$ cat src/kml_pkg.sv
// ----------------------------------------------------------------------------
// kml_pkg
// Shared types and constants for the k-means clustering block.
// ----------------------------------------------------------------------------
package kml_pkg;

  localparam int MAX_POINTS   = 256;
  localparam int MAX_CLUSTERS = 16;
  localparam int MAX_DIM      = 64;

  localparam int PT_W   = $clog2(MAX_POINTS);
  localparam int CL_W   = $clog2(MAX_CLUSTERS);
  localparam int DIM_W  = $clog2(MAX_DIM);
  localparam int N_W    = 9;
  localparam int K_W    = 5;
  localparam int D_W    = 7;
  localparam int P_W    = 7;
  localparam int CNT_W  = 9;
  localparam int CV_W   = 24;
  localparam int SQ_W   = 48;
  localparam int DIST_W = 54;
  localparam int DIVD_W = 32;

  localparam logic [2:0] REQ_WR_POINT  = 3'd0;
  localparam logic [2:0] REQ_WR_CENT   = 3'd1;
  localparam logic [2:0] REQ_RUN       = 3'd2;
  localparam logic [2:0] REQ_RD_ASSIGN = 3'd3;
  localparam logic [2:0] REQ_RD_CENT   = 3'd4;

  localparam logic [1:0] CFG_POINT_COUNT   = 2'd0;
  localparam logic [1:0] CFG_CLUSTER_COUNT = 2'd1;
  localparam logic [1:0] CFG_VECTOR_LENGTH = 2'd2;
  localparam logic [1:0] CFG_PASS_COUNT    = 2'd3;

  typedef struct packed {
    logic [2:0]  req_type;
    logic [7:0]  entry_index;
    logic [5:0]  coord_index;
    logic [15:0] coord_value;
    logic [15:0] item_id;
  } in_t;

  typedef struct packed {
    logic        status;
    logic [3:0]  cluster_index;
    logic        unassigned;
    logic [23:0] centroid_value;
    logic [15:0] centroid_id;
  } out_t;

  typedef struct packed {
    logic [N_W-1:0] n;
    logic [K_W-1:0] k;
    logic [D_W-1:0] d;
    logic [P_W-1:0] passes;
  } cfg_t;

  typedef struct packed {
    logic             latch_req;
    logic             mem_op;
    logic             resp;
    logic             skip_wr;
    logic             dist_issue;
    logic             dist_last;
    logic             acc_issue;
    logic             assign_wr;
    logic             clr_counts;
    logic             div_start;
    logic             upd_wr;
    logic             id_clr;
    logic [PT_W-1:0]  i;
    logic [CL_W-1:0]  j;
    logic [DIM_W-1:0] c;
  } cmd_t;

  typedef struct packed {
    logic [2:0] req_type;
    logic       skip;
    logic       count_zero;
    logic       div_done;
    logic       out_free;
  } stat_t;

endpackage

$ cat src/kml_ctrl.sv
// ----------------------------------------------------------------------------
// kml_ctrl
// Request sequencer: load/read handling and the Lloyd pass loop.
// ----------------------------------------------------------------------------
module kml_ctrl (
  input  logic           clk,
  input  logic           rst_n,
  input  logic           in_valid,
  output logic           in_ready,
  input  kml_pkg::cfg_t  cfg,
  input  kml_pkg::stat_t stat,
  output kml_pkg::cmd_t  cmd
);

  typedef enum logic [3:0] {
    S_IDLE, S_MEM, S_RESP, S_PASS, S_PID, S_SKIP, S_DIST, S_DRAIN,
    S_ACC, S_ACCW, S_ASSIGN, S_UJ, S_URD, S_UST, S_UWT
  } state_t;

  state_t                      state_r, state_nxt;
  logic [kml_pkg::PT_W-1:0]    i_r, i_nxt;
  logic [kml_pkg::CL_W-1:0]    j_r, j_nxt;
  logic [kml_pkg::DIM_W-1:0]   c_r, c_nxt;
  logic [kml_pkg::P_W-1:0]     pass_r, pass_nxt;
  logic [1:0]                  wait_r, wait_nxt;
  logic                        i_last, j_last, c_last, pass_last;
  logic                        skip_hold_r;

  assign i_last    = {1'b0, i_r} == cfg.n - 1'b1;
  assign j_last    = {1'b0, j_r} == cfg.k - 1'b1;
  assign c_last    = {1'b0, c_r} == cfg.d - 1'b1;
  assign pass_last = pass_r == cfg.passes - 1'b1;
  assign in_ready  = state_r == S_IDLE;

  always_comb begin
    state_nxt = state_r;
    i_nxt     = i_r;
    j_nxt     = j_r;
    c_nxt     = c_r;
    pass_nxt  = pass_r;
    wait_nxt  = wait_r;
    cmd       = '0;
    cmd.i     = i_r;
    cmd.j     = j_r;
    cmd.c     = c_r;
    unique case (state_r)
      S_IDLE: begin
        cmd.latch_req = in_valid;
        if (in_valid) state_nxt = S_MEM;
      end
      S_MEM: begin
        cmd.mem_op = 1'b1;
        if (stat.req_type == kml_pkg::REQ_RUN) begin
          pass_nxt  = '0;
          state_nxt = S_PASS;
        end else begin
          state_nxt = S_RESP;
        end
      end
      S_RESP: begin
        if (stat.out_free) begin
          cmd.resp  = 1'b1;
          state_nxt = S_IDLE;
        end
      end
      S_PASS: begin
        cmd.clr_counts = 1'b1;
        i_nxt          = '0;
        state_nxt      = S_PID;
      end
      S_PID: state_nxt = S_SKIP;
      S_SKIP: begin
        if (stat.skip) begin
          cmd.skip_wr = 1'b1;
          state_nxt   = S_ASSIGN;
        end else begin
          j_nxt     = '0;
          c_nxt     = '0;
          state_nxt = S_DIST;
        end
      end
      S_DIST: begin
        cmd.dist_issue = 1'b1;
        cmd.dist_last  = c_last;
        if (c_last) begin
          c_nxt = '0;
          if (j_last) begin
            wait_nxt  = '0;
            state_nxt = S_DRAIN;
          end else begin
            j_nxt = j_r + 1'b1;
          end
        end else begin
          c_nxt = c_r + 1'b1;
        end
      end
      S_DRAIN: begin
        wait_nxt = wait_r + 1'b1;
        if (wait_r == 2'd3) begin
          c_nxt     = '0;
          state_nxt = S_ACC;
        end
      end
      S_ACC: begin
        cmd.acc_issue = 1'b1;
        if (c_last) begin
          c_nxt     = '0;
          state_nxt = S_ACCW;
        end else begin
          c_nxt = c_r + 1'b1;
        end
      end
      S_ACCW: state_nxt = S_ASSIGN;
      S_ASSIGN: begin
        // reached from a skipped point too; only a real assignment counts
        cmd.assign_wr = !skip_hold_r;
        if (i_last) begin
          if (pass_last) begin
            state_nxt = S_RESP;
          end else begin
            j_nxt     = '0;
            state_nxt = S_UJ;
          end
        end else begin
          i_nxt     = i_r + 1'b1;
          state_nxt = S_PID;
        end
      end
      S_UJ: begin
        if (stat.count_zero) begin
          if (j_last) begin
            pass_nxt  = pass_r + 1'b1;
            state_nxt = S_PASS;
          end else begin
            j_nxt = j_r + 1'b1;
          end
        end else begin
          c_nxt     = '0;
          state_nxt = S_URD;
        end
      end
      S_URD: state_nxt = S_UST;
      S_UST: begin
        cmd.div_start = 1'b1;
        state_nxt     = S_UWT;
      end
      S_UWT: begin
        if (stat.div_done) begin
          cmd.upd_wr = 1'b1;
          if (c_last) begin
            cmd.id_clr = 1'b1;
            if (j_last) begin
              pass_nxt  = pass_r + 1'b1;
              state_nxt = S_PASS;
            end else begin
              j_nxt     = j_r + 1'b1;
              state_nxt = S_UJ;
            end
          end else begin
            c_nxt     = c_r + 1'b1;
            state_nxt = S_URD;
          end
        end
      end
      default: state_nxt = S_IDLE;
    endcase
  end

  always_ff @(posedge clk) begin
    if (!rst_n) begin
      state_r     <= S_IDLE;
      i_r         <= '0;
      j_r         <= '0;
      c_r         <= '0;
      pass_r      <= '0;
      wait_r      <= '0;
      skip_hold_r <= 1'b0;
    end else begin
      state_r     <= state_nxt;
      i_r         <= i_nxt;
      j_r         <= j_nxt;
      c_r         <= c_nxt;
      pass_r      <= pass_nxt;
      wait_r      <= wait_nxt;
      skip_hold_r <= cmd.skip_wr;
    end
  end

endmodule

$ cat config.mk
export PLATFORM = sky130hd
export DESIGN_NAME = kml_ctrl
export DESIGN_NICKNAME = d
export VERILOG_FILES = /design/src/kml_pkg.sv /design/src/kml_ctrl.sv
export SDC_FILE = /design/constraint.sdc
export NUM_CORES = 1
export LEC_CHECK = 0
export ABC_CLOCK_PERIOD_IN_PS = 2790
export BUFFER_PORTS_ARGS = -buffer_cell sky130_fd_sc_hd__buf_2
export CAP_MARGIN = 10
export CORE_UTILIZATION = 40
export DETAILED_ROUTE_END_ITERATION = 16
export SYNTH_ARGS = -nofsm -noshare
export SYNTH_HDL_FRONTEND = slang
export SYNTH_SLANG_ARGS = --single-unit
$ cat constraint.sdc
create_clock -name clk -period 2.79 [get_ports clk]
set_clock_uncertainty 0.1 [all_clocks]
set_input_delay 0.4185 -clock clk [delete_from_list [all_inputs] [get_ports clk]]
set_output_delay 0.4185 -clock clk [all_outputs]
set_load 0.05 [all_outputs]
### Yosys cells after proc, flatten, opt, wreduce, memory -nomap -nowiden

Cells that the tools add are included.

* logic and storage cells: 123
* bits in registers: 32
* output and inout bits: 31
* input bits: 38

* mux-type cells: 56
* add/sub/neg operators: 9
* equality and inequality tests: 37
* reduce and logical (&&, ||, !) cells: 14

Operators with widths (count)
* two-way mux 4 bit: 21
* case mux 4 bit (15 select lines): 1
* two-way mux 6 bit: 6
* two-way mux 7 bit: 5
* inequality test 2 bit (second input constant): 16
* case mux 6 bit (5 select lines): 1
* == test 4 bit (second input constant): 7
* case mux 7 bit (3 select lines): 1
* case mux 4 bit (5 select lines): 1
* == test 4 x 3 -> 1 bit (second input constant): 4
* case mux 8 bit (2 select lines): 1
* subtractor 7 x 1 -> 7 bit (second input constant): 2
* two-way mux 1 bit: 12
* AND reduction 6 bit: 2
* two-way mux 2 bit: 5
* nonzero test 5 bit: 2
* == test 8 x 9 -> 1 bit: 1
* subtractor 9 x 1 -> 9 bit (second input constant): 1
* adder 8 x 1 -> 8 bit (second input constant): 1
* == test 4 x 2 -> 1 bit (second input constant): 2
* two-way mux 8 bit: 1
* AND reduction 8 bit: 1
* adder 7 x 1 -> 7 bit (second input constant): 1
* == test 6 x 7 -> 1 bit: 1
* other kinds (19): 20

### Logic depth before layout (Yosys ltp)

Gate-level depths: netlist of the first run.

* word-level depth: 6
* depth in mapped cells: 11
* mapped depth without buffers: 9

### Least setup slack after synthesis of the first run

No wires, ideal clock.

* path type: flip-flop to output port
* start point: reg state_r[0]
* end point: out cmd[29] in the netlist's numbering
* arrival time: 2.400 ns
* stages on the path, launching flop included: 5
* slack: -0.129 ns
* buffers on the path: 2
* data required time: 2.272 ns
* cells stage by stage: dfxtp_1 -> clkbuf_1 -> clkbuf_1 -> nor3_1 -> and2_1

RTL lines
* start, declared: line kml_ctrl.sv:20 `state_t state_r, state_nxt;`
* start signal, assigned: line kml_ctrl.sv:179 `state_r <= state_nxt;`
* end, declared: line kml_ctrl.sv:12 `output kml_pkg::cmd_t cmd`

==> metrics.txt, run 1 <==
power per cell area 434 nW/um2; top cells by area, synth dfxtp_1, xnor2_1, xor2_1; CP endpoint kind output pin; htree depth 2; # diodes 0; most instantiated cells after synthesis nand2_1, nor2_1, dfxtp_1; core area 6940 um2; Final Worst Setup Slack 0.0738 ns; latest clock arrival within the worst-skew pair 0.29 ns; cell area after layout 3610 um2; worst setup path startpoint cfg[7]; min Tclk post-route 2.72 ns; DP HPWL 6200 um; non-filler instance count after layout 558; pin count of the biggest net entering global routing 22; gr usage total 0.207; worst-margin pin slew 0.673 ns; leading register cell type out of synthesis dfxtp_1; Ys Warns 0; CTS tree built; Placed Area 3480 um2; Hold Path Class register to register; die span in y 87.6 um; peak supply drop roughly 0.00035 V; first-pass GRT wire length 12700 um; drt drc 0; Starting Density 0.422; Antenna Nets Post-Route 0; routed length per placed instance 14.1 um; count leader, synth nand2_1; CTS root buf clkbuf_8; pre-CTS setup slack -0.0406 ns; Hold-fix buffers, CTS 0; leakage power between 1.5 and 2 nW; initial antenna violation count 0; Gate Count Post-Synth 380; Netlist cell types 71; Max clock buf depth 2; Crit Path Class input pin to output pin; CP required 2.27 ns; router iterations before antenna repair 4; final WL 7870 um; worst reg-to-reg path cell count 8; full die area about 7700 um2; layout cells sized above 1 0.251; status completed; die span in x 87.6 um; WHS Path Cells 1; ys async rst share 0; worst relative slew slack 0.546; Avg Inst Size Synth between 7 and 8 um2; CP Max Fanout 5; row cnt 30; Reg clk slew, reported paths 0.07 ns; Syn Nets between 400 and 500; grt total ovfl 0; Hold Violations, Final 0; Vias/cell 5.47; EDFF count, synth 0; GPL Wtd Cong 0.887; Layout Nets slightly above 500; R2R Path Start c_r[3]; Port Buf Inserts 68; Yosys reg bits 32; via count approximately 3.1k; filler cell count in the final layout a little over 700; DR iter-0 viols 124; register area share after synthesis 0.219; Placed Cells 549; Startpoint Class input pin; Clock Sinks 32; Synth Cell Area slightly below 3000 um2; FMAX 0.368 GHz; Slew Limit Fails 0; Final setup viols 0; fin crit share 0.974; Yosys top cell by area dfxtp_1; vias in the first global route around 2.8k; area grow syn2layout 23.2%; Synth top area share 0.219; min-delay src wait_r[0]; CP arrival about 2.2 ns; max-cap violations 0; Power Total 1.57 mW; number of buffers created by CTS 5; num ports 69
==> layout make-up <==
type / instances / area [um2] / area share
Multi-Input combinational cell: 313 / 2170 / 0.600
Sequential cell: 32 / 641 / 0.177
Timing Repair Buffer: 87 / 488 / 0.135
Tap cell: 96 / 120 / 0.0333
Inverter: 22 / 82.6 / 0.0229
Clock buffer: 5 / 68.8 / 0.0191
Clock inverter: 3 / 42.5 / 0.0118
==> routing by layer <==
metal	wire (um)	global-route usage	vias to the layer above
li1	-	-	1536
met1	3680	0.273	1410
met2	3670	0.351	93
met3	392	0.0311	12
met4	125	0.0551	0
met5	0	0	-
==> stage by stage <==
step                       TNS, ns  hold WS [ns]   util
final                            0         0.362  0.520
after global routing      -0.00974         0.398  0.520
after CTS                        0         0.369  0.518
after detailed placement   -0.0406         0.358  0.501
after global placement           0         0.350  0.501
after floorplan             -0.346         0.329      -
==> worst max-delay path, cell delays in order <==
cell and delay (ns):
buf_2 0.12, inv_1 0.05, ha_1 0.25, xor2_1 0.18, or3_1 0.31, nand3_1 0.25
nand3_2 0.19, nor2_1 0.18, clkbuf_4 0.25
==> power breakdown <==
group          switching [mW]  internal (mW)
combinational           0.388          0.222
clock                   0.190          0.264
sequential             0.0318          0.471
==> layout by cell type, fill, tap and decap left out, drive strengths merged, types with 6 or more instances in the layout <==
master,netlist,final
inv,22,22
o21ai,9,9
nor2,35,35
a21oi,14,14
and3,9,9
ha,9,9
nor3,13,13
nor2b,9,9
buf,2,85
nand2,37,37
xnor2,28,28
a211oi,6,6
dfxtp,32,32
xor2,17,17
clkbuf,11,7
nand3,15,15
a31oi,6,6
nand2b,11,11
==> kinds of logic after synthesis <==
logic type	after synthesis	share of synthesized area
AND/OR/NAND/NOR	162	0.293
AO/OA/AOI/OAI	91	0.249
XOR/XNOR	45	0.135
buffers and inverters	35	0.0457
flip-flops	32	0.219
adder cells (fa/ha/maj)	10	0.0418
multiplexers	5	0.0171
==> path summary, 6_finish.rpt <==
check | endpoint | slack, ns
min | wait_r[0] | 0.36
min reg2reg | wait_r[0] | 0.36
max | cmd[18] | 0.07
max reg2reg | pass_r[5] | 0.24
==> flip-flops by register name, summed over array words and instances, names as in the netlist <==
name and cells:
state_r 4, c_r 6, j_r 4, wait_r 2
skip_hold_r 1, i_r 8, pass_r 7
==> timing repair <==
item	in CTS	in global routing
setup endpoints to repair	2	2
buffers inserted	1	0
gates resized for setup	0	4
pin swaps	1	0
hold endpoints to repair	0	0
(Power assumes the default switching activity.)
==> run 2, diff against run 1 <==
--- a/config.mk
+++ b/config.mk
@@ -8,8 +8,11 @@
 export ABC_CLOCK_PERIOD_IN_PS = 2790
 export BUFFER_PORTS_ARGS = -buffer_cell sky130_fd_sc_hd__buf_2
 export CAP_MARGIN = 10
+export CELL_PAD_IN_SITES_DETAIL_PLACEMENT = 0
+export CELL_PAD_IN_SITES_GLOBAL_PLACEMENT = 1
 export CORE_UTILIZATION = 40
 export DETAILED_ROUTE_END_ITERATION = 16
+export PLACE_DENSITY_LB_ADDON = 0.1
 export SYNTH_ARGS = -nofsm -noshare
 export SYNTH_HDL_FRONTEND = slang
 export SYNTH_SLANG_ARGS = --single-unit
==> constraint.sdc (replaced) <==
create_clock -name clk -period 2.79 [get_ports clk]
set_clock_uncertainty 0.1 [all_clocks]
set_input_delay 0.1395 -clock clk [delete_from_list [all_inputs] [get_ports clk]]
set_output_delay 0.1395 -clock clk [all_outputs]
set_load 0.05 [all_outputs]
==> run 2 against run 1 <==
Clock-buffer cell count is 2 higher. Power rose by 4.0%. Register-to-register slack worse by 0.08 ns. Core utilization increased by 0.49 points. Highest routed layer unchanged.
==> metrics.txt, run 2 (synthesis results as in run 1) <==
number of buffers created by CTS 5; fin crit share 0.942; grt total ovfl 0; core area 6940 um2; row cnt 30; setup_tns 0 ns; delay of the slowest cell on the worst path 0.43 ns; Critical-path top delay cell dfxtp_1; Layout Nets 511; CP Cell Sequence and4b_1 -> nand2_1 -> a2111oi_0 -> o22ai_1 -> a2111oi_4 -> a21oi_1 -> o21ba_2; Placed Cells 553; Worst Path Buf+Inv 0; peak supply drop 0.000429 V; via count 3018; vias in the first global route 2828; Hold Path Class input pin to register; Setup crit end pass_r[5]; Clock Sinks 32; most common cell after layout, fill and taps aside buf_2; CTS tree built; drt drc 0; Hold Violations, Final 0; FMAX 0.381 GHz; Startpoint Class register; initial antenna violation count 0; unrepaired setup endpoints after global routing no; non-filler instance count after layout 561; routed length per placed instance 14.3 um; worst relative slew slack 0.608; CTS root buf clkbuf_8; Max clock buf depth 2; htree depth 2; min Tclk post-route ~2.6 ns; first-pass GRT wire length 13100 um; CP Max Fanout 12; die span in x 87.6 um; CP endpoint kind register; leakage power 1.56 nW; latest clock arrival within the worst-skew pair 0.30 ns; R2R Path Start state_r[0]; CP required around 2.9 ns; Vias/cell 5.38; num ports 69; # diodes 0; area grow syn2layout 24.4%; Port Buf Inserts 68; router iterations before antenna repair 4; most frequent cells in the layout buf_2, nand2_1, nor2_1; cell depth of the worst setup path 7; status completed; Crit Path Class register to register; crit-path leading delay family compound AO/OA/AOI/OAI gates; CP arrival 2.71 ns; gr usage total 0.217; GPL Wtd Cong 0.886; DP HPWL 6410 um; max FFs per register 8; Final Core Density 0.525; worst-margin pin slew between 0.5 and 0.6 ns; filler cell count in the final layout 735; Slew Limit Fails 0; most flop-heavy register i_r; Antenna Nets Post-Route 0; max-cap violations 0; worst reg-to-reg path cell count 7; Final setup viols 0; r2r endpoint pass_r[5]; largest registers i_r: 8 flops, pass_r: 7 flops, c_r: 6 flops; Starting Density 0.422; worst setup path startpoint state_r[0]; WHS Path Cells 2; full die area 7670 um2; layout cells sized above 1 0.252; pin count of the biggest net entering global routing 22; die span in y 87.6 um; final WL 8000 um; DR iter-0 viols about 180; Reg clk slew, reported paths 0.08 ns; R2R setup slack 0.16 ns; power per cell area 447 nW/um2
## run 2: cell types whose count changed in the layout (fill, tap and decap cells not counted), moves of 2 or more
cell	change
buf_4	+3
buf_2	+2
clkbuf_8	+2
clkbuf_4	-2
## run 2: stage by stage
stage / hold WS [ns] / cell area, um2 / setup WS [ns] / total power [mW]
after global routing: 0.200 / 3640 / 0.0182 / 1.72
after CTS: 0.183 / 3630 / 0.170 / 1.64
final: 0.188 / 3640 / 0.162 / 1.63
after detailed placement: 0.356 / 3510 / 0.167 / 1.13
after floorplan: 0.329 / 2930 / 0.110 / 0.934
after global placement: 0.351 / 3510 / 0.116 / 1.13
## run 2: timing repair
item / in CTS / in global routing
setup buffers: 0 / 0
hold buffers: 0 / 0
endpoints found under the setup margin: 0 / 1
gates resized for setup: 0 / 1
## run 2: worst min path at each step
stage                     startpoint   endpoint  slack [ns]
final                          rst_n     j_r[3]        0.19
after global placement     wait_r[0]  wait_r[0]        0.35
after CTS                      rst_n     i_r[1]        0.18
after detailed placement   wait_r[1]  wait_r[1]        0.36
after floorplan            wait_r[0]  wait_r[0]        0.33
after global routing           rst_n     i_r[1]        0.20
## run 2: per-layer routing
layer  vias to the layer above  global-route usage  part of all wire
li1                       1546                   -                 -
met1                      1400               0.284              0.47
met2                        63               0.370              0.47
met3                         9              0.0424             0.045
met4                         0              0.0462             0.010
met5                         -                   0                 0
## run 2: layout make-up
type / instances / area (um2) / share of cell area
Multi-Input combinational cell: 313 / 2170 / 0.595
Tap cell: 96 / 120 / 0.0330
Sequential cell: 32 / 641 / 0.176
Inverter: 22 / 82.6 / 0.0227
Timing Repair Buffer: 90 / 505 / 0.139
Clock buffer: 7 / 96.3 / 0.0264
Clock inverter: 1 / 30.0 / 0.00824
## run 2: power by group
part	switching (mW)	internal [mW]	leakage, nW	total [mW]
Sequential	0.0335	0.472	0.258	0.505
Clock	0.185	0.315	0.0645	0.500
Combinational	0.398	0.226	1.24	0.624
## run 2: worst reg2reg max path: stages (launching register included)
cell and delay, ns:
dfxtp_1 0.43, and4b_1 0.43, nand2_1 0.17, a2111oi_0 0.37, o22ai_1 0.28, a2111oi_4 0.43
a21oi_1 0.11, o21ba_2 0.22
==> run 3, diff against run 2 <==
--- a/config.mk
+++ b/config.mk
@@ -10,9 +10,11 @@
 export CAP_MARGIN = 10
 export CELL_PAD_IN_SITES_DETAIL_PLACEMENT = 0
 export CELL_PAD_IN_SITES_GLOBAL_PLACEMENT = 1
+export CORE_MARGIN = 2
 export CORE_UTILIZATION = 40
 export DETAILED_ROUTE_END_ITERATION = 16
 export PLACE_DENSITY_LB_ADDON = 0.1
+export SKIP_LAST_GASP = 1
 export SYNTH_ARGS = -nofsm -noshare
 export SYNTH_HDL_FRONTEND = slang
 export SYNTH_SLANG_ARGS = --single-unit
==> run 3 against run 2 <==
Register-to-register slack better by 0.04 ns. Clock power down 33%. Hold slack better by 0.011 ns. First-iteration DRC count down 18%. Clock-buffer cell count down 2. Die area up 4.6%. Worst setup slack better by 0.036 ns. Sequential power about the same.
==> metrics.txt, run 3 (synthesis results as in run 1) <==
final WL 8280 um; Layout Nets slightly above 500; initial antenna violation count 0; Crit Path Class register to register; Starting Density 0.408; number of buffers created by CTS 5; latest clock arrival within the worst-skew pair about 0.29 ns; router iterations before antenna repair 4; Critical-path top delay cell a2111oi_4; worst-margin pin slew 0.499 ns; pin count of the biggest net entering global routing 22; Worst Path Buf+Inv 0; Hold Path Class input pin to register; cts repair resizes 0; die span in y 89.6 um; GPL Wtd Cong 0.883; CP endpoint kind register; most flop-heavy register i_r; Max clock buf depth 2; Port Buf Inserts 68; Hold-fix buffers, CTS 0; Antenna Nets Post-Route 0; CP arrival between 2 and 3 ns; DP HPWL 6540 um; delay of the slowest cell on the worst path 0.52 ns; FMAX 0.386 GHz; layout cells sized above 1 0.243; Crit path top cell by count a2111oi_4; # diodes 0; htree depth 2; Slew Limit Fails 0; peak supply drop approximately 0.00021 V; crit-path leading delay family compound AO/OA/AOI/OAI gates; CTS tree built; min-delay src rst_n; filler cell count in the final layout 729; Vias/cell 5.54; multi-input logic area 2160 um2; CTS root buf clkbuf_8; die span in x 89.6 um; Power Total 1.46 mW; most common cell after layout, fill and taps aside buf_2; CP required ~2.9 ns; num ports 69; most frequent cells in the layout buf_2, nand2_1, nor2_1; min Tclk post-route between 2 and 3 ns; Clock Sinks 32; Startpoint Class register; vias in the first global route about 2.9k; max-cap violations 0; DR iter-0 viols between 100 and 150; full die area 8030 um2; via count 3098; status completed; gr usage total 0.215; unrepaired setup endpoints after global routing no; CP Cell Sequence xor2_1 -> nand3_2 -> a2111oi_4 -> o2111ai_2 -> a2111oi_4 -> a21oi_1 -> o21ba_2; drt drc 0; core area a little over 7000 um2; largest registers i_r: 8 flops, pass_r: 7 flops, c_r: 6 flops; R2R Path Start c_r[5]; Final setup viols 0; max FFs per register 8; routed length per placed instance 14.8 um; first-pass GRT wire length between 10000 and 15000 um; row cnt 31; power per cell area 409 nW/um2; setup_tns 0 ns; Reg clk slew, reported paths 0.06 ns; area grow syn2layout 21.6%; leakage power approximately 1.5 nW; Post-CTS Setup Bufs 0; grt total ovfl 0; fin crit share 0.929; worst relative slew slack 0.666; worst setup path startpoint c_r[5]; CP Max Fanout 6; Hold Violations, Final 0; sequential cell area 641 um2
==> run 3: cell types whose count changed in the layout (fill, tap and decap cells not counted), sizes merged <==
cell,change
bufinv,-1
buf,-2
clkbuf,-2
==> run 3: report_power, final <==
group,internal (mW),switching (mW),leakage [nW]
registers,0.472,0.0324,0.258
clock network,0.161,0.172,0.0359
logic,0.226,0.396,1.23
==> run 3: final cells by class <==
cell class / instances / share of cell area
timing repair buffer: 88 / 0.138
tap: 99 / 0.0347
sequential: 32 / 0.180
inverter: 22 / 0.0232
multi-input combinational: 313 / 0.605
clock buffer: 5 / 0.0193
==> run 3: per-stage QoR <==
step / setup WS (ns) / cells / utilization / hold WS, ns / cell area [um2]
2_1_floorplan: 0.110 / 380 / - / 0.329 / 2930
3_3_place_gp: 0.281 / 554 / 0.487 / 0.356 / 3500
3_5_place_dp: 0.221 / 554 / 0.487 / 0.357 / 3500
4_1_cts: 0.205 / 559 / 0.497 / 0.190 / 3560
5_1_grt: 0.0207 / 559 / 0.497 / 0.219 / 3560
6_report: 0.198 / 559 / 0.497 / 0.199 / 3560
==> run 3: metal layers <==
metal	track usage	up-vias	wire length, um	share of wire
li1	-	1537	-	-
met1	0.269	1461	3650	0.44
met2	0.380	94	4150	0.50
met3	0.0329	6	399	0.048
met4	0.0597	0	74	0.0089
met5	0	-	0	0
==> run 3: path summary, 6_finish.rpt <==
path	depth (start not counted)	slack [ns]	endpoint
max	7	0.20	pass_r[5]
min	3	0.20	wait_r[0]
max reg2reg	7	0.20	pass_r[5]
min reg2reg	1	0.37	wait_r[0]
==> run 3: worst register-to-register path: cells and delay by family, from the launching register on <==
kind	cells	cell delay, ns
compound gates	5	1.64
xor+xnor	1	0.23
flops	1	0.38
simple gates	1	0.13
